**src/rtl/core/ohm_pkg.sv**
```systemverilog
// Shared types, constants and register codes for the ohmmeter range and average block.
package ohm_pkg;

    // Samples per averaged reading
    localparam int SAMPLES_PER_READING = 100;

    localparam int FS_W      = 12;
    localparam int COEF_W    = 10;
    localparam int BYTE_W    = 8;
    localparam int ADC_W     = 12;
    localparam int RANGE_W   = 2;
    localparam int READING_W = 20;
    localparam int SUM_W     = 19;
    localparam int CNT_W     = 7;
    localparam int NUM_RANGE = 4;

    localparam int CFG_IDX_W  = 4;
    localparam int CFG_DATA_W = 12;

    // Register indexes on the configuration channel
    localparam logic [CFG_IDX_W-1:0] REG_FULL_SCALE_R0 = 4'd0;
    localparam logic [CFG_IDX_W-1:0] REG_FULL_SCALE_R1 = 4'd1;
    localparam logic [CFG_IDX_W-1:0] REG_FULL_SCALE_R2 = 4'd2;
    localparam logic [CFG_IDX_W-1:0] REG_FULL_SCALE_R3 = 4'd3;
    localparam logic [CFG_IDX_W-1:0] REG_RANGE_COEF_R0 = 4'd4;
    localparam logic [CFG_IDX_W-1:0] REG_RANGE_COEF_R1 = 4'd5;
    localparam logic [CFG_IDX_W-1:0] REG_RANGE_COEF_R2 = 4'd6;
    localparam logic [CFG_IDX_W-1:0] REG_RANGE_COEF_R3 = 4'd7;

    localparam logic [FS_W-1:0] FS_RESET_R0 = 12'd3959;
    localparam logic [FS_W-1:0] FS_RESET_R1 = 12'd3988;
    localparam logic [FS_W-1:0] FS_RESET_R2 = 12'd3997;
    localparam logic [FS_W-1:0] FS_RESET_R3 = 12'd3990;

    localparam logic [COEF_W-1:0] COEF_RESET_R0 = 10'd200;
    localparam logic [COEF_W-1:0] COEF_RESET_R1 = 10'd2;
    localparam logic [COEF_W-1:0] COEF_RESET_R2 = 10'd20;
    localparam logic [COEF_W-1:0] COEF_RESET_R3 = 10'd100;

    // Display link frame codes
    localparam logic [BYTE_W-1:0] FRAME_END_BYTE = 8'hFF;
    localparam logic [BYTE_W-1:0] BTN_RANGE_DOWN = 8'h04;
    localparam logic [BYTE_W-1:0] BTN_RANGE_UP   = 8'h03;
    localparam logic [RANGE_W-1:0] RANGE_MAX     = 2'd3;

    // Result kinds
    localparam logic KIND_REPORT  = 1'b0;
    localparam logic KIND_READING = 1'b1;

    typedef enum logic [2:0] {
        C_IDLE,
        C_FN,
        C_LIM,
        C_S200,
        C_SK,
        C_NUM,
        C_ADD,
        C_DIV
    } calc_state_t;

    typedef struct packed {
        logic               start;
        logic [SUM_W-1:0]   sum;
        logic [FS_W-1:0]    fs;
        logic [COEF_W-1:0]  coef;
    } calc_req_t;

    typedef struct packed {
        logic                 busy;
        logic                 done;
        logic [READING_W-1:0] reading;
        logic                 over;
    } calc_rsp_t;

    typedef struct packed {
        logic               report;
        logic [RANGE_W-1:0] range_next;
        logic [RANGE_W-1:0] range_cur;
    } frame_rsp_t;

    typedef struct packed {
        logic                 kind;
        logic [RANGE_W-1:0]   range_now;
        logic                 unit_kilo;
        logic [READING_W-1:0] reading_milli;
        logic                 over_range;
    } result_t;

endpackage

```
**src/rtl/core/ohm_if.sv**
```systemverilog
// Valid/ready channel interfaces: input item, result item and configuration write.
interface ohm_item_if;
    logic                          valid;
    logic                          ready;
    logic                          cmd;
    logic [ohm_pkg::BYTE_W-1:0]    link_byte;
    logic [ohm_pkg::ADC_W-1:0]     adc_sample;

    modport source (output valid, cmd, link_byte, adc_sample, input ready);
    modport sink   (input valid, cmd, link_byte, adc_sample, output ready);
endinterface

interface ohm_result_if;
    logic                           valid;
    logic                           ready;
    logic                           kind;
    logic [ohm_pkg::RANGE_W-1:0]    range_now;
    logic                           unit_kilo;
    logic [ohm_pkg::READING_W-1:0]  reading_milli;
    logic                           over_range;

    modport source (output valid, kind, range_now, unit_kilo, reading_milli, over_range,
                    input ready);
    modport sink   (input valid, kind, range_now, unit_kilo, reading_milli, over_range,
                    output ready);
endinterface

interface ohm_cfg_if;
    logic                            valid;
    logic                            ready;
    logic [ohm_pkg::CFG_IDX_W-1:0]   index;
    logic [ohm_pkg::CFG_DATA_W-1:0]  data;

    modport source (output valid, index, data, input ready);
    modport sink   (input valid, index, data, output ready);
endinterface

```
**src/rtl/core/ohm_frame.sv**
```systemverilog
// Display byte history, frame end detection and range selection.
module ohm_frame (
    input  logic                           clk,
    input  logic                           rst_n,
    input  logic                           take,
    input  logic [ohm_pkg::BYTE_W-1:0]     link_byte,
    output ohm_pkg::frame_rsp_t            rsp
);

    logic [ohm_pkg::BYTE_W-1:0]  hist_reg  [4];
    logic [ohm_pkg::BYTE_W-1:0]  hist_next [4];
    logic [ohm_pkg::RANGE_W-1:0] range_reg;
    logic [ohm_pkg::RANGE_W-1:0] range_next;
    logic                        frame_end;

    always_comb
    begin
        frame_end = (link_byte == ohm_pkg::FRAME_END_BYTE)
                 && (hist_reg[0] == ohm_pkg::FRAME_END_BYTE)
                 && (hist_reg[1] == ohm_pkg::FRAME_END_BYTE);
        range_next = range_reg;
        hist_next  = hist_reg;
        if (take)
        begin
            if (frame_end)
            begin
                // ID sits four bytes back; other IDs leave the range alone
                if (hist_reg[3] == ohm_pkg::BTN_RANGE_DOWN)
                begin
                    if (range_reg != '0)
                        range_next = range_reg - 1'b1;
                end
                else if (hist_reg[3] == ohm_pkg::BTN_RANGE_UP)
                begin
                    if (range_reg != ohm_pkg::RANGE_MAX)
                        range_next = range_reg + 1'b1;
                end
                for (int i = 0; i < 4; i++)
                    hist_next[i] = '0;
            end
            else
            begin
                hist_next[3] = hist_reg[2];
                hist_next[2] = hist_reg[1];
                hist_next[1] = hist_reg[0];
                hist_next[0] = link_byte;
            end
        end
    end

    always_ff @(posedge clk or negedge rst_n)
    begin
        if (!rst_n)
        begin
            range_reg <= '0;
            for (int i = 0; i < 4; i++)
                hist_reg[i] <= '0;
        end
        else
        begin
            range_reg <= range_next;
            hist_reg  <= hist_next;
        end
    end

    assign rsp.report     = take && frame_end;
    assign rsp.range_next = range_next;
    assign rsp.range_cur  = range_reg;

endmodule

```
**src/rtl/core/ohm_calc.sv**
```systemverilog
// Reading calculation: one shared multiplier and a restoring divider under a sequencer.
module ohm_calc (
    input  logic                 clk,
    input  logic                 rst_n,
    input  ohm_pkg::calc_req_t   req,
    output ohm_pkg::calc_rsp_t   rsp
);

    localparam int MUL_A_W   = 29;
    localparam int MUL_B_W   = 11;
    localparam int PROD_W    = MUL_A_W + MUL_B_W;
    localparam int FN_W      = 19;
    localparam int LIM_W     = 27;
    localparam int DEN_W     = FN_W + 1;
    localparam int QUO_W     = ohm_pkg::READING_W;
    localparam int ACC_W     = PROD_W + 1;
    localparam int HI_W      = ACC_W - QUO_W;
    localparam int STEP_W    = $clog2(QUO_W);

    localparam logic [MUL_B_W-1:0] MUL_N     = MUL_B_W'(ohm_pkg::SAMPLES_PER_READING);
    localparam logic [MUL_B_W-1:0] MUL_LIM   = 11'd201;
    localparam logic [MUL_B_W-1:0] MUL_S     = 11'd200;
    localparam logic [MUL_B_W-1:0] MUL_SCALE = 11'd2000;
    localparam logic [STEP_W-1:0]  LAST_STEP = STEP_W'(QUO_W - 1);

    ohm_pkg::calc_state_t state_reg, state_next;

    logic [ohm_pkg::SUM_W-1:0]   sum_reg;
    logic [ohm_pkg::FS_W-1:0]    fs_reg;
    logic [ohm_pkg::COEF_W-1:0]  coef_reg;
    logic [FN_W-1:0]             fn_reg;
    logic [LIM_W-1:0]            lim_reg;
    logic [MUL_A_W-1:0]          sk_reg;
    logic [PROD_W-1:0]           num_reg;
    logic [ACC_W-1:0]            acc_reg;
    logic [STEP_W-1:0]           step_reg;
    logic [QUO_W-1:0]            reading_reg;
    logic                        over_reg;
    logic                        done_reg;

    logic [MUL_A_W-1:0] mul_a;
    logic [MUL_B_W-1:0] mul_b;
    logic [PROD_W-1:0]  prod;
    logic               over_hit;

    // divider step
    logic [ACC_W-1:0]   acc_sh;
    logic [HI_W:0]      diff;
    logic [ACC_W-1:0]   acc_step;
    logic [DEN_W-1:0]   den;

    assign prod     = PROD_W'(mul_a) * PROD_W'(mul_b);
    assign over_hit = prod[LIM_W-1:0] > lim_reg;
    assign den      = {fn_reg, 1'b0};

    always_comb
    begin
        acc_sh   = {acc_reg[ACC_W-2:0], 1'b0};
        diff     = {1'b0, acc_sh[ACC_W-1:QUO_W]} - (HI_W+1)'(den);
        acc_step = diff[HI_W] ? acc_sh : {diff[HI_W-1:0], acc_sh[QUO_W-1:1], 1'b1};
    end

    always_comb
    begin
        state_next = state_reg;
        mul_a      = '0;
        mul_b      = '0;
        unique case (state_reg)
            ohm_pkg::C_IDLE:
            begin
                if (req.start)
                    state_next = ohm_pkg::C_FN;
            end
            ohm_pkg::C_FN:
            begin
                mul_a      = MUL_A_W'(fs_reg);
                mul_b      = MUL_N;
                state_next = ohm_pkg::C_LIM;
            end
            ohm_pkg::C_LIM:
            begin
                mul_a      = MUL_A_W'(fn_reg);
                mul_b      = MUL_LIM;
                state_next = ohm_pkg::C_S200;
            end
            ohm_pkg::C_S200:
            begin
                mul_a      = MUL_A_W'(sum_reg);
                mul_b      = MUL_S;
                state_next = over_hit ? ohm_pkg::C_IDLE : ohm_pkg::C_SK;
            end
            ohm_pkg::C_SK:
            begin
                mul_a      = MUL_A_W'(sum_reg);
                mul_b      = MUL_B_W'(coef_reg);
                state_next = ohm_pkg::C_NUM;
            end
            ohm_pkg::C_NUM:
            begin
                mul_a      = sk_reg;
                mul_b      = MUL_SCALE;
                state_next = ohm_pkg::C_ADD;
            end
            ohm_pkg::C_ADD:
                state_next = ohm_pkg::C_DIV;
            ohm_pkg::C_DIV:
            begin
                if (step_reg == LAST_STEP)
                    state_next = ohm_pkg::C_IDLE;
            end
            default:
                state_next = ohm_pkg::C_IDLE;
        endcase
    end

    always_ff @(posedge clk or negedge rst_n)
    begin
        if (!rst_n)
        begin
            state_reg <= ohm_pkg::C_IDLE;
            done_reg  <= 1'b0;
            step_reg  <= '0;
        end
        else
        begin
            state_reg <= state_next;
            done_reg  <= ((state_reg == ohm_pkg::C_S200) && over_hit)
                      || ((state_reg == ohm_pkg::C_DIV) && (step_reg == LAST_STEP));
            if (state_reg == ohm_pkg::C_DIV)
                step_reg <= step_reg + 1'b1;
            else
                step_reg <= '0;
        end
    end

    always_ff @(posedge clk)
    begin
        case (state_reg)
            ohm_pkg::C_IDLE:
            begin
                if (req.start)
                begin
                    sum_reg  <= req.sum;
                    // zero full scale counts as one
                    fs_reg   <= (req.fs == '0) ? ohm_pkg::FS_W'(1) : req.fs;
                    coef_reg <= req.coef;
                end
            end
            ohm_pkg::C_FN:   fn_reg  <= prod[FN_W-1:0];
            ohm_pkg::C_LIM:  lim_reg <= prod[LIM_W-1:0];
            ohm_pkg::C_S200:
            begin
                over_reg <= over_hit;
                if (over_hit)
                    reading_reg <= '0;
            end
            ohm_pkg::C_SK:   sk_reg  <= prod[MUL_A_W-1:0];
            ohm_pkg::C_NUM:  num_reg <= prod;
            ohm_pkg::C_ADD:  acc_reg <= {1'b0, num_reg + PROD_W'(fn_reg)};
            ohm_pkg::C_DIV:
            begin
                acc_reg <= acc_step;
                if (step_reg == LAST_STEP)
                    reading_reg <= acc_step[QUO_W-1:0];
            end
            default: ;
        endcase
    end

    assign rsp.busy    = (state_reg != ohm_pkg::C_IDLE) || done_reg;
    assign rsp.done    = done_reg;
    assign rsp.reading = reading_reg;
    assign rsp.over    = over_reg;

endmodule

```
**src/rtl/core/ohmmeter_range_and_average.sv**
```systemverilog
// Top level of the ohmmeter range selection and averaged reading block.
// Channels:
//   item   - input items: cmd 0 carries a display link byte, cmd 1 an ADC sample.
//   result - kind 0 is a range report after a display frame, kind 1 a finished,
//            calibrated reading with its over-range flag.
//   cfg    - register writes (index 0..3 full scale, 4..7 range coefficient),
//            always ready; indexes above 7 are dropped.
// Flow:
//   Bytes and samples are taken one per cycle while item.ready is high; a frame
//   report is registered into the output queue as its last byte is accepted.
//   A completing sample runs five product steps on the shared multiplier, one
//   add step, then 20 divider steps (stopping early at the over-range check),
//   with item.ready low; the reading is visible in the cycle item.ready returns.
// Stalls:
//   Results go through a two-entry output queue, so items keep being taken while
//   one result waits; item.ready drops while the calculator is busy, and when the
//   second entry is filled, until result.ready drains it.
// Reset:
//   rst_n clears the byte history, range (to 0), batch count and sum, and the
//   queue, and loads the calibrated register defaults.
module ohmmeter_range_and_average (
    input  logic            clk,
    input  logic            rst_n,
    ohm_item_if.sink        item,
    ohm_result_if.source    result,
    ohm_cfg_if.sink         cfg
);

    // calibration registers
    logic [ohm_pkg::FS_W-1:0]   fs_reg   [ohm_pkg::NUM_RANGE];
    logic [ohm_pkg::COEF_W-1:0] coef_reg [ohm_pkg::NUM_RANGE];

    // batch accumulation
    logic [ohm_pkg::SUM_W-1:0]  sum_reg, sum_next;
    logic [ohm_pkg::CNT_W-1:0]  cnt_reg, cnt_next;
    logic [ohm_pkg::SUM_W-1:0]  sum_add;
    logic [ohm_pkg::CNT_W-1:0]  cnt_inc;

    logic [ohm_pkg::RANGE_W-1:0] calc_range_reg;

    // output queue: head register plus one skid entry
    ohm_pkg::result_t out_reg, out_next;
    ohm_pkg::result_t skid_reg, skid_next;
    logic             out_valid_reg, out_valid_next;
    logic             skid_valid_reg, skid_valid_next;

    logic             accept;
    logic             byte_take;
    logic             sample_take;
    logic             batch_end;
    logic             push;
    ohm_pkg::result_t push_data;

    ohm_pkg::frame_rsp_t frame_rsp;
    ohm_pkg::calc_req_t  calc_req;
    ohm_pkg::calc_rsp_t  calc_rsp;

    // ---------------- input side ----------------
    assign item.ready  = !calc_rsp.busy && !skid_valid_reg;
    assign accept      = item.valid && item.ready;
    assign byte_take   = accept && !item.cmd;
    assign sample_take = accept && item.cmd;

    assign sum_add   = sum_reg + ohm_pkg::SUM_W'(item.adc_sample);
    assign cnt_inc   = cnt_reg + 1'b1;
    assign batch_end = sample_take
                    && (cnt_inc >= ohm_pkg::CNT_W'(ohm_pkg::SAMPLES_PER_READING));

    always_comb
    begin
        sum_next = sum_reg;
        cnt_next = cnt_reg;
        if (sample_take)
        begin
            // batch restarts once its sum is handed to the calculator
            sum_next = batch_end ? '0 : sum_add;
            cnt_next = batch_end ? '0 : cnt_inc;
        end
    end

    ohm_frame u_frame (
        .clk       (clk),
        .rst_n     (rst_n),
        .take      (byte_take),
        .link_byte (item.link_byte),
        .rsp       (frame_rsp)
    );

    // range in force when the batch completes selects the calibration
    assign calc_req.start = batch_end;
    assign calc_req.sum   = sum_add;
    assign calc_req.fs    = fs_reg[frame_rsp.range_cur];
    assign calc_req.coef  = coef_reg[frame_rsp.range_cur];

    ohm_calc u_calc (
        .clk   (clk),
        .rst_n (rst_n),
        .req   (calc_req),
        .rsp   (calc_rsp)
    );

    // ---------------- configuration ----------------
    assign cfg.ready = 1'b1;

    always_ff @(posedge clk or negedge rst_n)
    begin
        if (!rst_n)
        begin
            fs_reg[0]   <= ohm_pkg::FS_RESET_R0;
            fs_reg[1]   <= ohm_pkg::FS_RESET_R1;
            fs_reg[2]   <= ohm_pkg::FS_RESET_R2;
            fs_reg[3]   <= ohm_pkg::FS_RESET_R3;
            coef_reg[0] <= ohm_pkg::COEF_RESET_R0;
            coef_reg[1] <= ohm_pkg::COEF_RESET_R1;
            coef_reg[2] <= ohm_pkg::COEF_RESET_R2;
            coef_reg[3] <= ohm_pkg::COEF_RESET_R3;
        end
        else if (cfg.valid && cfg.ready)
        begin
            unique case (cfg.index)
                ohm_pkg::REG_FULL_SCALE_R0: fs_reg[0]   <= cfg.data;
                ohm_pkg::REG_FULL_SCALE_R1: fs_reg[1]   <= cfg.data;
                ohm_pkg::REG_FULL_SCALE_R2: fs_reg[2]   <= cfg.data;
                ohm_pkg::REG_FULL_SCALE_R3: fs_reg[3]   <= cfg.data;
                ohm_pkg::REG_RANGE_COEF_R0: coef_reg[0] <= cfg.data[ohm_pkg::COEF_W-1:0];
                ohm_pkg::REG_RANGE_COEF_R1: coef_reg[1] <= cfg.data[ohm_pkg::COEF_W-1:0];
                ohm_pkg::REG_RANGE_COEF_R2: coef_reg[2] <= cfg.data[ohm_pkg::COEF_W-1:0];
                ohm_pkg::REG_RANGE_COEF_R3: coef_reg[3] <= cfg.data[ohm_pkg::COEF_W-1:0];
                default: ;
            endcase
        end
    end

    // ---------------- result assembly ----------------
    // A frame report and a finished reading never land in the same cycle:
    // no item is taken while the calculator is busy.
    always_comb
    begin
        push_data = '0;
        push      = 1'b0;
        if (calc_rsp.done)
        begin
            push                    = 1'b1;
            push_data.kind          = ohm_pkg::KIND_READING;
            push_data.range_now     = calc_range_reg;
            push_data.unit_kilo     = (calc_range_reg != '0);
            push_data.reading_milli = calc_rsp.reading;
            push_data.over_range    = calc_rsp.over;
        end
        else if (frame_rsp.report)
        begin
            push                = 1'b1;
            push_data.kind      = ohm_pkg::KIND_REPORT;
            push_data.range_now = frame_rsp.range_next;
            push_data.unit_kilo = (frame_rsp.range_next != '0);
        end
    end

    // skid entry fills only when the head is held; no push while it is full
    always_comb
    begin
        out_next        = out_reg;
        skid_next       = skid_reg;
        out_valid_next  = out_valid_reg;
        skid_valid_next = skid_valid_reg;
        if (out_valid_reg && result.ready)
        begin
            if (skid_valid_reg)
            begin
                out_next        = skid_reg;
                skid_valid_next = 1'b0;
            end
            else if (push)
                out_next = push_data;
            else
                out_valid_next = 1'b0;
        end
        else if (out_valid_reg)
        begin
            if (push)
            begin
                skid_next       = push_data;
                skid_valid_next = 1'b1;
            end
        end
        else if (push)
        begin
            out_next       = push_data;
            out_valid_next = 1'b1;
        end
    end

    always_ff @(posedge clk or negedge rst_n)
    begin
        if (!rst_n)
        begin
            sum_reg        <= '0;
            cnt_reg        <= '0;
            out_valid_reg  <= 1'b0;
            skid_valid_reg <= 1'b0;
        end
        else
        begin
            sum_reg        <= sum_next;
            cnt_reg        <= cnt_next;
            out_valid_reg  <= out_valid_next;
            skid_valid_reg <= skid_valid_next;
        end
    end

    always_ff @(posedge clk)
    begin
        out_reg  <= out_next;
        skid_reg <= skid_next;
        if (batch_end)
            calc_range_reg <= frame_rsp.range_cur;
    end

    assign result.valid         = out_valid_reg;
    assign result.kind          = out_reg.kind;
    assign result.range_now     = out_reg.range_now;
    assign result.unit_kilo     = out_reg.unit_kilo;
    assign result.reading_milli = out_reg.reading_milli;
    assign result.over_range    = out_reg.over_range;

endmodule

```
**src/flat_wrapper.sv**
```systemverilog
// flat-port wrapper written by rule: the top's interface ports become plain ports
module ohmmeter_range_and_average_flat 
  (clk, rst_n, item_valid, item_cmd, item_link_byte, item_adc_sample, item_ready, result_valid, result_kind, result_range_now, result_unit_kilo, result_reading_milli, result_over_range, result_ready, cfg_valid, cfg_index, cfg_data, cfg_ready);
  ohm_item_if item_i ();
  ohm_result_if result_i ();
  ohm_cfg_if cfg_i ();
  input  logic clk;
  input  logic rst_n;
  input wire logic [$bits(item_i.valid)-1:0] item_valid;
  input wire logic [$bits(item_i.cmd)-1:0] item_cmd;
  input wire logic [$bits(item_i.link_byte)-1:0] item_link_byte;
  input wire logic [$bits(item_i.adc_sample)-1:0] item_adc_sample;
  output wire logic [$bits(item_i.ready)-1:0] item_ready;
  output wire logic [$bits(result_i.valid)-1:0] result_valid;
  output wire logic [$bits(result_i.kind)-1:0] result_kind;
  output wire logic [$bits(result_i.range_now)-1:0] result_range_now;
  output wire logic [$bits(result_i.unit_kilo)-1:0] result_unit_kilo;
  output wire logic [$bits(result_i.reading_milli)-1:0] result_reading_milli;
  output wire logic [$bits(result_i.over_range)-1:0] result_over_range;
  input wire logic [$bits(result_i.ready)-1:0] result_ready;
  input wire logic [$bits(cfg_i.valid)-1:0] cfg_valid;
  input wire logic [$bits(cfg_i.index)-1:0] cfg_index;
  input wire logic [$bits(cfg_i.data)-1:0] cfg_data;
  output wire logic [$bits(cfg_i.ready)-1:0] cfg_ready;
  assign item_i.valid = item_valid;
  assign item_i.cmd = item_cmd;
  assign item_i.link_byte = item_link_byte;
  assign item_i.adc_sample = item_adc_sample;
  assign item_ready = item_i.ready;
  assign result_valid = result_i.valid;
  assign result_kind = result_i.kind;
  assign result_range_now = result_i.range_now;
  assign result_unit_kilo = result_i.unit_kilo;
  assign result_reading_milli = result_i.reading_milli;
  assign result_over_range = result_i.over_range;
  assign result_i.ready = result_ready;
  assign cfg_i.valid = cfg_valid;
  assign cfg_i.index = cfg_index;
  assign cfg_i.data = cfg_data;
  assign cfg_ready = cfg_i.ready;
  ohmmeter_range_and_average u_core (.clk(clk), .rst_n(rst_n), .item(item_i), .result(result_i), .cfg(cfg_i));
endmodule
```
**config.mk**
```make
export PLATFORM = sky130hd
export DESIGN_NAME = ohmmeter_range_and_average_flat
export DESIGN_NICKNAME = d
export VERILOG_FILES = /design/src/rtl/core/ohm_pkg.sv /design/src/rtl/core/ohm_if.sv /design/src/rtl/core/ohm_frame.sv /design/src/rtl/core/ohm_calc.sv /design/src/rtl/core/ohmmeter_range_and_average.sv /design/src/flat_wrapper.sv
export SDC_FILE = /design/constraint.sdc
export NUM_CORES = 1
export LEC_CHECK = 0
export ABC_AREA = 0
export BUFFER_PORTS_ARGS = -buffer_cell sky130_fd_sc_hd__buf_2
export CORE_ASPECT_RATIO = 0.7
export CORE_MARGIN = 1.5
export CORE_UTILIZATION = 53
export DETAILED_ROUTE_END_ITERATION = 6
export MAX_ROUTING_LAYER = met4
export PLACE_DENSITY = 0.83
export SLEW_MARGIN = 25
export SYNTH_ARGS = -nofsm -noshare
export SYNTH_HDL_FRONTEND = slang
export SYNTH_SLANG_ARGS = --single-unit
export TNS_END_PERCENT = 50
```
**constraint.sdc**
```tcl
create_clock -name clk -period 9.8 [get_ports clk]
set_input_delay 0.98 -clock clk [delete_from_list [all_inputs] [get_ports clk]]
set_output_delay 0.98 -clock clk [all_outputs]
set_load 0.05 [all_outputs]
```
---- Word-level counts from Yosys, hierarchy flattened ----
Cells that the tools add are included.
cells by class
  reductions and logical operators ........ 42
  order comparisons ....................... 3
  equal/unequal tests ..................... 27
  multiplexer cells ....................... 44
  $mul .................................... 1
  bitwise operators ....................... 2
  add/subtract/negate cells ............... 7
operator list
  kind                number
  $pmux 29 s4         1
  $mux 25             4
  $pmux 40 s2         1
  $pmux 11 s5         1
  $add 40x19->40      1
  $mul 29x11->40      1
  $mux 20             2
  $mux 40             1
  $pmux 20 s2         1
  $mux 32             1
  $gt 27x27->1        1
  $bmux 12 s2         1
  $eq 8x8->1 const B  3
  $mux 12             2
  $pmux 3 s8          1
  $reduce_and 2->1    12
  $sub 21x20->22      1
  $mux 21             1
  $bmux 10 s2         1
  $mux 10             2
  $add 19x12->19      1
  $mux 19             1
  $eq 4x3->1 const B  4
  $reduce_bool 2->1   7
  other kinds (33)    74
storage, ports and cells
  input bits .............................. 42
  logic and storage cells ................. 167
  output and inout port bits .............. 28
  flip-flop bits (word level) ............. 428

---- Logic depth before layout (Yosys ltp) ----
Gate-level depths: netlist of the first run.
  word-level depth ........................ 13
  depth in mapped cells ................... 36
  depth with buffers taken out ............ 34

---- Hierarchy ----
Synthesis of the first run repeated with hierarchy kept, for this count alone.
second synthesis, totals
  cells, all modules ...................... 2790
  area, all modules ....................... 30506.8 µm²
modules (own cells, without submodules)
  module                      sequential area each (µm²)  instances  area each (µm²)  cells an instance
  ohm_calc                    6741.5                      1          20728.6          2008
  ohmmeter_range_and_average  4518.1                      1          8261.7           650
  ohm_frame                   850.8                       1          1516.5           132

---- Least setup slack after synthesis of the first run ----
No wires, ideal clock.
  kind .................................... register to register
  from .................................... register u_core.u_calc.state_reg[0]
  to ...................................... register u_core.u_calc.reading_reg[0], enable pin
  arrival time ............................ 8.907 ns
  setup time .............................. 0.402 ns
  slack ................................... 0.490 ns
  clock period less this slack ............ 9.310 ns
  buffers on the path ..................... 3
  required time ........................... 9.398 ns
  cell stages (with the launch flop) ...... 34
  cell sequence ........................... dfrtp_1 -> clkbuf_1 -> inv_1 -> nor3_1 -> clkbuf_1 -> a21o_1 -> clkbuf_1 -> nand2_1 -> fa_1 -> fa_1 -> inv_1 -> fa_1 -> fa_1 -> inv_1 -> fa_1 -> inv_1 -> ha_1 -> a211oi_4 -> o211ai_2 -> and4_4 -> o311a_4 -> nor3_1 -> nand2b_1 -> nand2b_1 -> a21oi_1 -> xnor2_1 -> ha_1 -> nand4_1 -> nor2_1 -> nand4_1 -> or3b_2 -> nand2_1 -> a31o_2 -> o2bb2ai_1
on the way
  word-level cells in the longest chain between the ends .. 7
  elaborated cells between the ends (all ways) .. 15
  classes of those cells .................. 1 x mul; 1 x order compare; 8 x eq/ne; 2 x mux; 3 x reduce/logical
ends and longest elaborated chain
  element                                   line             text
  from (decl)                               ohm_calc.sv:26   ohm_pkg::calc_state_t state_reg, state_next;
  from (signal assigned)                    ohm_calc.sv:120  state_reg <= ohm_pkg::C_IDLE;
  from (signal assigned)                    ohm_calc.sv:126  state_reg <= state_next;
  $eq 3x2->1 or $eq 3x3->1 (tied branches)  ohm_calc.sv:68   unique case (state_reg)
  $reduce_or 2->1 (no source line)          n/a
  $pmux 29 s4                               ohm_calc.sv:68
  $mul 29x11->40 *                          ohm_calc.sv:52   assign prod = PROD_W'(mul_a) * PROD_W'(mul_b);
  net u_core.u_calc.prod[25]                ohm_calc.sv:43   logic [PROD_W-1:0] prod;
  $gt 27x27->1 *                            ohm_calc.sv:53   assign over_hit = prod[LIM_W-1:0] > lim_reg;
  net u_core.u_calc.over_hit                ohm_calc.sv:44   logic over_hit;
  $ne 2x2->1 (no source line) *             n/a
  $reduce_and 3->1 (no source line) *       n/a
  to (signal assigned)                      ohm_calc.sv:164  reading_reg <= acc_step[QUO_W-1:0];
  to (decl)                                 ohm_calc.sv:37   logic [QUO_W-1:0] reading_reg;
Mark *: on every way through the listed nets, which the timed path passes. The rest lies on a longest branch.
A chain may end at the register's enable or synchronous reset.

---- Final worst setup path of the first run ----
  from .................................... register u_core.u_calc.state_reg[1]
  to ...................................... register u_core.u_calc.reading_reg[7], enable pin
The elaborated chain is that of the path after synthesis.

==> flow_summary.toml, run 1 <==
[yosys]
yosysSeqAreaShare_pct = 40.9
synth_most_common_cell = "inv_1"
syn_avg_cell_area_um2 = 11.3
synthArstFlopShare_pct = 37.1
netlist_top_cells_count = "inv_1, edfxtp_1, nand2_1"
synthFlopType = "edfxtp_1"
yosys.area.top_type = "edfxtp_1"
synthTopCellsByArea = "edfxtp_1, fa_1, dfrtp_1"
synthesis.area_um2 = 29600
ys_ff_latch = 428
syn-instance-count = 2632
synth_edf_count = 269
ys_warn_count = 0
synth_top_area_share_pct = 27.3
synth_cell_types = 83

[worst_setup_path]
critPathSlowestCell = "o311ai_0"
critPathLaunchType = "flop"
required_ns = 9.99
cpMostUsedCell = "fa_1"
endpoint_kind = "flop"
path_class = "reg2reg"
critPathMaxStageDelay_ns = 0.80
crit_fanout = 20
worst-endpoint-arrival_ns = 9.76

[global_routing]
grt_pass1_wl_um = 116000
antenna_found_initial = 1
grt_overflow_total = 0
grt_util_all_layers_pct = 26.6
grt_pass1_vias = 20800
grt_max_degree = 84

[floorplanning]
coreArea_um2 = 55200
dieArea_um2 = 57300
die_h_um = 201
die_w_um = 286
fp-row-count = 72
io_pins = 70
start_util_pct = 53.6

[placed_design]
dpl.hpwl_um = 56000
place_congestion = 0.995
dpl_cell_area_um2 = 31200
port_buffers = 68
dp_slack_ns = 0.422

[detailed_routing]
wl_per_cell_um = 20.7
route.detailed.drc = 0
via_per_inst = 5.79
vias = 20400
first_pass_iters = 6
first_iter_violations = 1920
postRouteAntennaNets = 0
routed_wl_um = 72900

[timing]
setup_tns_ns = 0
setup_ws_ns = 0.236
grt_setup_unrepaired = "false"
setup_viol = 0
fin_crit_sh_pct = 97.6
skew_ns = 0.0343
tightest_slew_ns = 1.05
fin_crit_ns = 9.56
max_freq_ghz = 0.105
final_hold_viol_count = 0
relSlewSlack_pct = 30.1
finalMaxSlewViolations = 0

[clocking]
cts_tree = "yes"
htree_levels = 2
cts_made_buffers = 40
cts_buffer_depth = 3
clk_transition_reported_paths_ns = 0.07
clk_latency_ns = 0.57
hold_buffers = 0
root_buffer = "clkbuf_16"
clock_sinks = 428

[power]
p_leak_nw = 14.1
power_density_nw_per_um2 = 157
irDropWorstVdd_mv = 0.153

[finish]
fill_cells = 4352
design_area_um2 = 32600
antenna_cells = 0
num-nets-final = 3198
largest_reg_flops = 48
area.growth.synth_to_final_pct = 9.98
regArea_um2 = 12100
drive_gt1_share_pct = 13.5
multi_input_area_um2 = 16200

[status]
status = "finished clean"

[job]
max-cap-violations = 0

[min_path]
min_path_type = "in2async"
[kinds of logic after synthesis]
kind of cell | count (synthesis) | share of synthesized area, %
other | 2 | 0.0254
muxes | 140 | 6.04
xor gates and xnor gates | 98 | 2.90
buffers and inverters | 426 | 5.44
DFF | 428 | 40.9
AOI/OAI and AO/OA | 451 | 10.5
adders and majority gates | 403 | 23.2
and+or+nand+nor | 684 | 11.0
[placed cells by master (no fill, tap or decap), types with 42 or more instances in the layout]
cell type	n
inv_1	340
dfrtp_1	116
conb_1	51
a21oi_1	117
nand2_1	257
o21ai_0	59
xnor2_1	61
fa_1	245
dfstp_2	43
clkbuf_16	42
ha_1	158
buf_4	45
and2_1	78
a21o_1	70
nor2_1	141
edfxtp_1	269
mux2_2	90
buf_2	67
[per-stage QoR]
stage	hold WS [ns]	std cells	total power, W	utilization [%]
floorplan	0.423	2681	0.00313	-
global placement	0.446	3450	0.00338	56.4
detailed placement	0.454	3450	0.00346	56.4
CTS	0.460	3524	0.00510	58.9
global route	0.488	3525	0.00532	59.0
finish	0.433	3525	0.00510	59.0
[worst max-delay path: cells and delay by family (launching register included)]
family                   cells  cell delay [ns]
adder cells (fa/ha/maj)      7             3.39
AO/OA/AOI/OAI               11             2.97
AND/OR/NAND/NOR              9             1.89
flip-flops                   1             0.58
buffers and inverters        3             0.34
[metal layers]
| metal | vias to the layer above | wire length [µm] | part of all wire, % | track usage [%] |
|---|---|---|---|---|
| li1 | 9225 | - | - | - |
| met1 | 10300 | 33100 | 45 | 39.3 |
| met2 | 800 | 31700 | 44 | 38.5 |
| met3 | 76 | 7100 | 9.8 | 5.81 |
| met4 | 0 | 996 | 1.4 | 4.02 |
| met5 | - | 0 | 0 | - |
[repair_timing]
item | 4_1_cts | 5_1_grt
endpoints found under the setup margin | 0 | 20
resized for setup | 0 | 1
buffers inserted | 0 | 0
[area by class of cell]
class / instances / share of cell area, %
Multi-Input combinational cell: 1828 / 49.7
Sequential cell: 428 / 37.2
Inverter: 341 / 3.93
Clock buffer: 52 / 3.45
Tap cell: 740 / 2.84
Timing Repair Buffer: 114 / 2.14
Clock inverter: 22 / 0.807
[power by group]
part           total [W]  switching (W)  leakage [nW]  internal, W
clock            0.00164       0.000710         0.676     0.000929
combinational    0.00118       0.000687          9.12     0.000492
sequential       0.00228       0.000107          4.31      0.00218
[worst paths after layout]
| path | from | to | slack (ns) | depth (start not counted) |
|---|---|---|---|---|
| max | u_core.u_calc.state_reg[1]$_DFFE_PN0P_ | u_core.u_calc.reading_reg[7]$_SDFFCE_PN0P_ | 0.24 | 30 |
| max reg2reg | u_core.u_calc.state_reg[1]$_DFFE_PN0P_ | u_core.u_calc.reading_reg[7]$_SDFFCE_PN0P_ | 0.24 | 30 |
| min reg2reg | u_core.u_calc.step_reg[0]$_DFF_PN0_ | u_core.u_calc.step_reg[0]$_DFF_PN0_ | 0.46 | 1 |
| min | rst_n | u_core.sum_reg[13]$_DFFE_PN0P_ | 0.43 | 1 |
| min in group clk | u_core.u_calc.step_reg[0]$_DFF_PN0_ | u_core.u_calc.step_reg[0]$_DFF_PN0_ | 0.46 | 1 |
| max in group asynchronous | rst_n | u_core.u_calc.step_reg[1]$_DFF_PN0_ | 8.15 | 2 |
Note: power is estimated with default switching activity, not from simulation.
==> run 2, diff against run 1 <==
--- a/config.mk
+++ b/config.mk
@@ -5,7 +5,7 @@
 export SDC_FILE = /design/constraint.sdc
 export NUM_CORES = 1
 export LEC_CHECK = 0
-export ABC_AREA = 0
+export ABC_AREA = 1
 export BUFFER_PORTS_ARGS = -buffer_cell sky130_fd_sc_hd__buf_2
 export CORE_ASPECT_RATIO = 0.7
 export CORE_MARGIN = 1.5
==> run 2 against run 1 <==
Compared with the run above:
- critical path depth increased by 4
- critical endpoint is now u_core.u_calc.reading_reg[2]$_SDFFCE_PN0P_
- register-to-register slack better by 0.41 ns
- sequential share of layout area shrank 2.0 points
- clock skew down 0.014 ns
==> flow_summary.toml, run 2 <==
[status]
status = "finished clean"

[timing]
relSlewSlack_pct = 35.3
finalMaxSlewViolations = 0
fin_crit_sh_pct = 93.4
skew_ns = 0.0202
grt_setup_unrepaired = "false"
setup_tns_ns = 0
fin_crit_ns = 9.15
setup_viol = 0
final_hold_viol_count = 0
tightest_slew_ns = 0.968
max_freq_ghz = 0.109

[worst_setup_path]
critPathLaunchType = "flop"
critPathMaxStageDelay_ns = 0.56
reg2reg_from = "u_core.u_calc.state_reg[2]$_DFFE_PN0P_"
cpMostUsedCell = "nand2_1"
startpoint = "u_core.u_calc.state_reg[2]$_DFFE_PN0P_"
endpoint_kind = "flop"
reg2reg_depth = 34
worst-endpoint-arrival_ns = 9.38
crit_fanout = 51
r2r_slack_ns = 0.65
required_ns = 10.03
reg2reg_to = "u_core.u_calc.reading_reg[2]$_SDFFCE_PN0P_"
critPathSlowestCell = "dfrtp_1"
critical_path.endpoint = "u_core.u_calc.reading_reg[2]$_SDFFCE_PN0P_"
path_class = "reg2reg"

[yosys]
ys_warn_count = 0
synthArstFlopShare_pct = 37.1
netlist_top_cells_count = "nand2_1, inv_1, nor2_1"
syn-instance-count = 3723
synth_cell_types = 54
synth_top_area_share_pct = 25.5
synth_edf_count = 269
yosysSeqAreaShare_pct = 38.2
synthFlopType = "edfxtp_1"
ys_ff_latch = 428
yosys.area.top_type = "edfxtp_1"
syn_avg_cell_area_um2 = 8.52
synth_most_common_cell = "nand2_1"
synthTopCellsByArea = "edfxtp_1, fa_1, nand2_1"
synthesis.area_um2 = 31700

[placed_design]
port_buffers = 68
dpl.hpwl_um = 73600
place_congestion = 1.13

[detailed_routing]
postRouteAntennaNets = 0
first_iter_violations = 3229
vias = 25900
route.detailed.drc = 0
routed_wl_um = 92400
first_pass_iters = 6
via_per_inst = 5.56
wl_per_cell_um = 19.8

[finish]
layout_commonest_cell = "nand2_1"
num-nets-final = 4273
area.growth.synth_to_final_pct = 8.39
mostFrequentLayoutCells = "nand2_1, inv_1, nor2_1, edfxtp_1, fa_1"
largest_reg_flops = 48
drive_gt1_share_pct = 7.07

[clocking]
clk_transition_reported_paths_ns = 0.07
cts_tree = "yes"
clk_latency_ns = 0.56
root_buffer = "clkbuf_16"
post_cts_buffers = 0
cts_buffer_depth = 3
hold_buffers = 0
clock_sinks = 428
htree_levels = 2
cts_resized = 0
cts_made_buffers = 39

[floorplanning]
die_w_um = 295
fp-row-count = 74
dieArea_um2 = 61400
die_h_um = 208
coreArea_um2 = 58700
io_pins = 70
start_util_pct = 54.0

[global_routing]
grt_util_all_layers_pct = 31.3
grt_pass1_wl_um = 142000
grt_pass1_vias = 24400
antenna_found_initial = 1
grt_overflow_total = 0
grt_max_degree = 82

[min_path]
min_path_type = "in2async"

[job]
max-cap-violations = 0
==> run 2: cells by family (layout without fill, tap and decap cells) <==
family / Yosys count / after routing / share of synthesized area [%]
XOR/XNOR: 57 / 57 / 1.57
other: 2 / 52 / 0.0237
buffers and inverters: 765 / 852 / 9.35
adder cells (fa/ha/maj): 403 / 403 / 21.7
AND/OR/NAND/NOR: 1614 / 1614 / 21.2
flip-flops: 428 / 428 / 38.2
AO/OA/AOI/OAI: 454 / 454 / 8.01
==> run 2: metrics by stage <==
| stage | hold slack [ns] | worst slack, ns | std cells | cell area [µm²] | utilization (%) |
|---|---|---|---|---|---|
| after floorplan | 0.420 | 2.18 | 3772 | 31900 | - |
| after global placement | 0.461 | 0.982 | 4585 | 33100 | 56.4 |
| after detailed placement | 0.473 | 0.982 | 4585 | 33100 | 56.4 |
| after CTS | 0.470 | 0.888 | 4657 | 34400 | 58.6 |
| after global routing | 0.500 | 0.273 | 4658 | 34400 | 58.6 |
| final | 0.448 | 0.646 | 4658 | 34400 | 58.6 |
==> run 2: cell type report <==
| class | count | area [µm²] |
|---|---|---|
| clock inverter | 15 | 139 |
| clock buffer | 57 | 1140 |
| fill | 5176 | 24300 |
| sequential | 428 | 12100 |
| inverter | 680 | 2560 |
| tap | 798 | 998 |
| timing repair buffer | 100 | 591 |
| antenna | 1 | 2.50 |
| multi-input combinational | 2579 | 16900 |
==> run 2: worst max-delay path, delay by kind of cell (launching register included) <==
| family | cells | cell delay (ns) |
|---|---|---|
| compound gates | 5 | 1.09 |
| fa+ha+maj | 7 | 3.28 |
| flops | 1 | 0.56 |
| xor+xnor | 1 | 0.51 |
| buf+inv | 7 | 1.30 |
| simple gates | 14 | 2.06 |
==> run 2: layer usage <==
metal	GRT usage, %	part of all wire [%]	vias to the layer above
li1	-	-	12000
met1	47.1	44	12500
met2	42.0	41	1243
met3	8.67	13	123
met4	6.01	2.0	0
met5	-	0	-
==> run 2: worst min path at each step <==
stage	to	slack (ns)	cells after the start	from
detailed placement	u_core.fs_reg[6]$_DFFE_PN0P_	0.47	2	u_core.fs_reg[6]$_DFFE_PN0P_
global placement	u_core.u_calc.step_reg[0]$_DFF_PN0_	0.46	1	u_core.u_calc.step_reg[0]$_DFF_PN0_
floorplan	u_core.calc_range_reg[0]$_DFFE_PP_	0.42	0	u_core.u_frame.range_reg[0]$_DFF_PN0_
CTS	u_core.coef_reg[20]$_DFFE_PN0P_	0.47	1	rst_n
global route	u_core.coef_reg[2]$_DFFE_PN1P_	0.50	2	u_core.coef_reg[2]$_DFFE_PN1P_
finish	u_core.sum_reg[7]$_DFFE_PN0P_	0.45	1	rst_n
Power of run 2 is not shown: default switching activity piles up to over one toggle a cycle in this logic, so the estimate is an artifact.
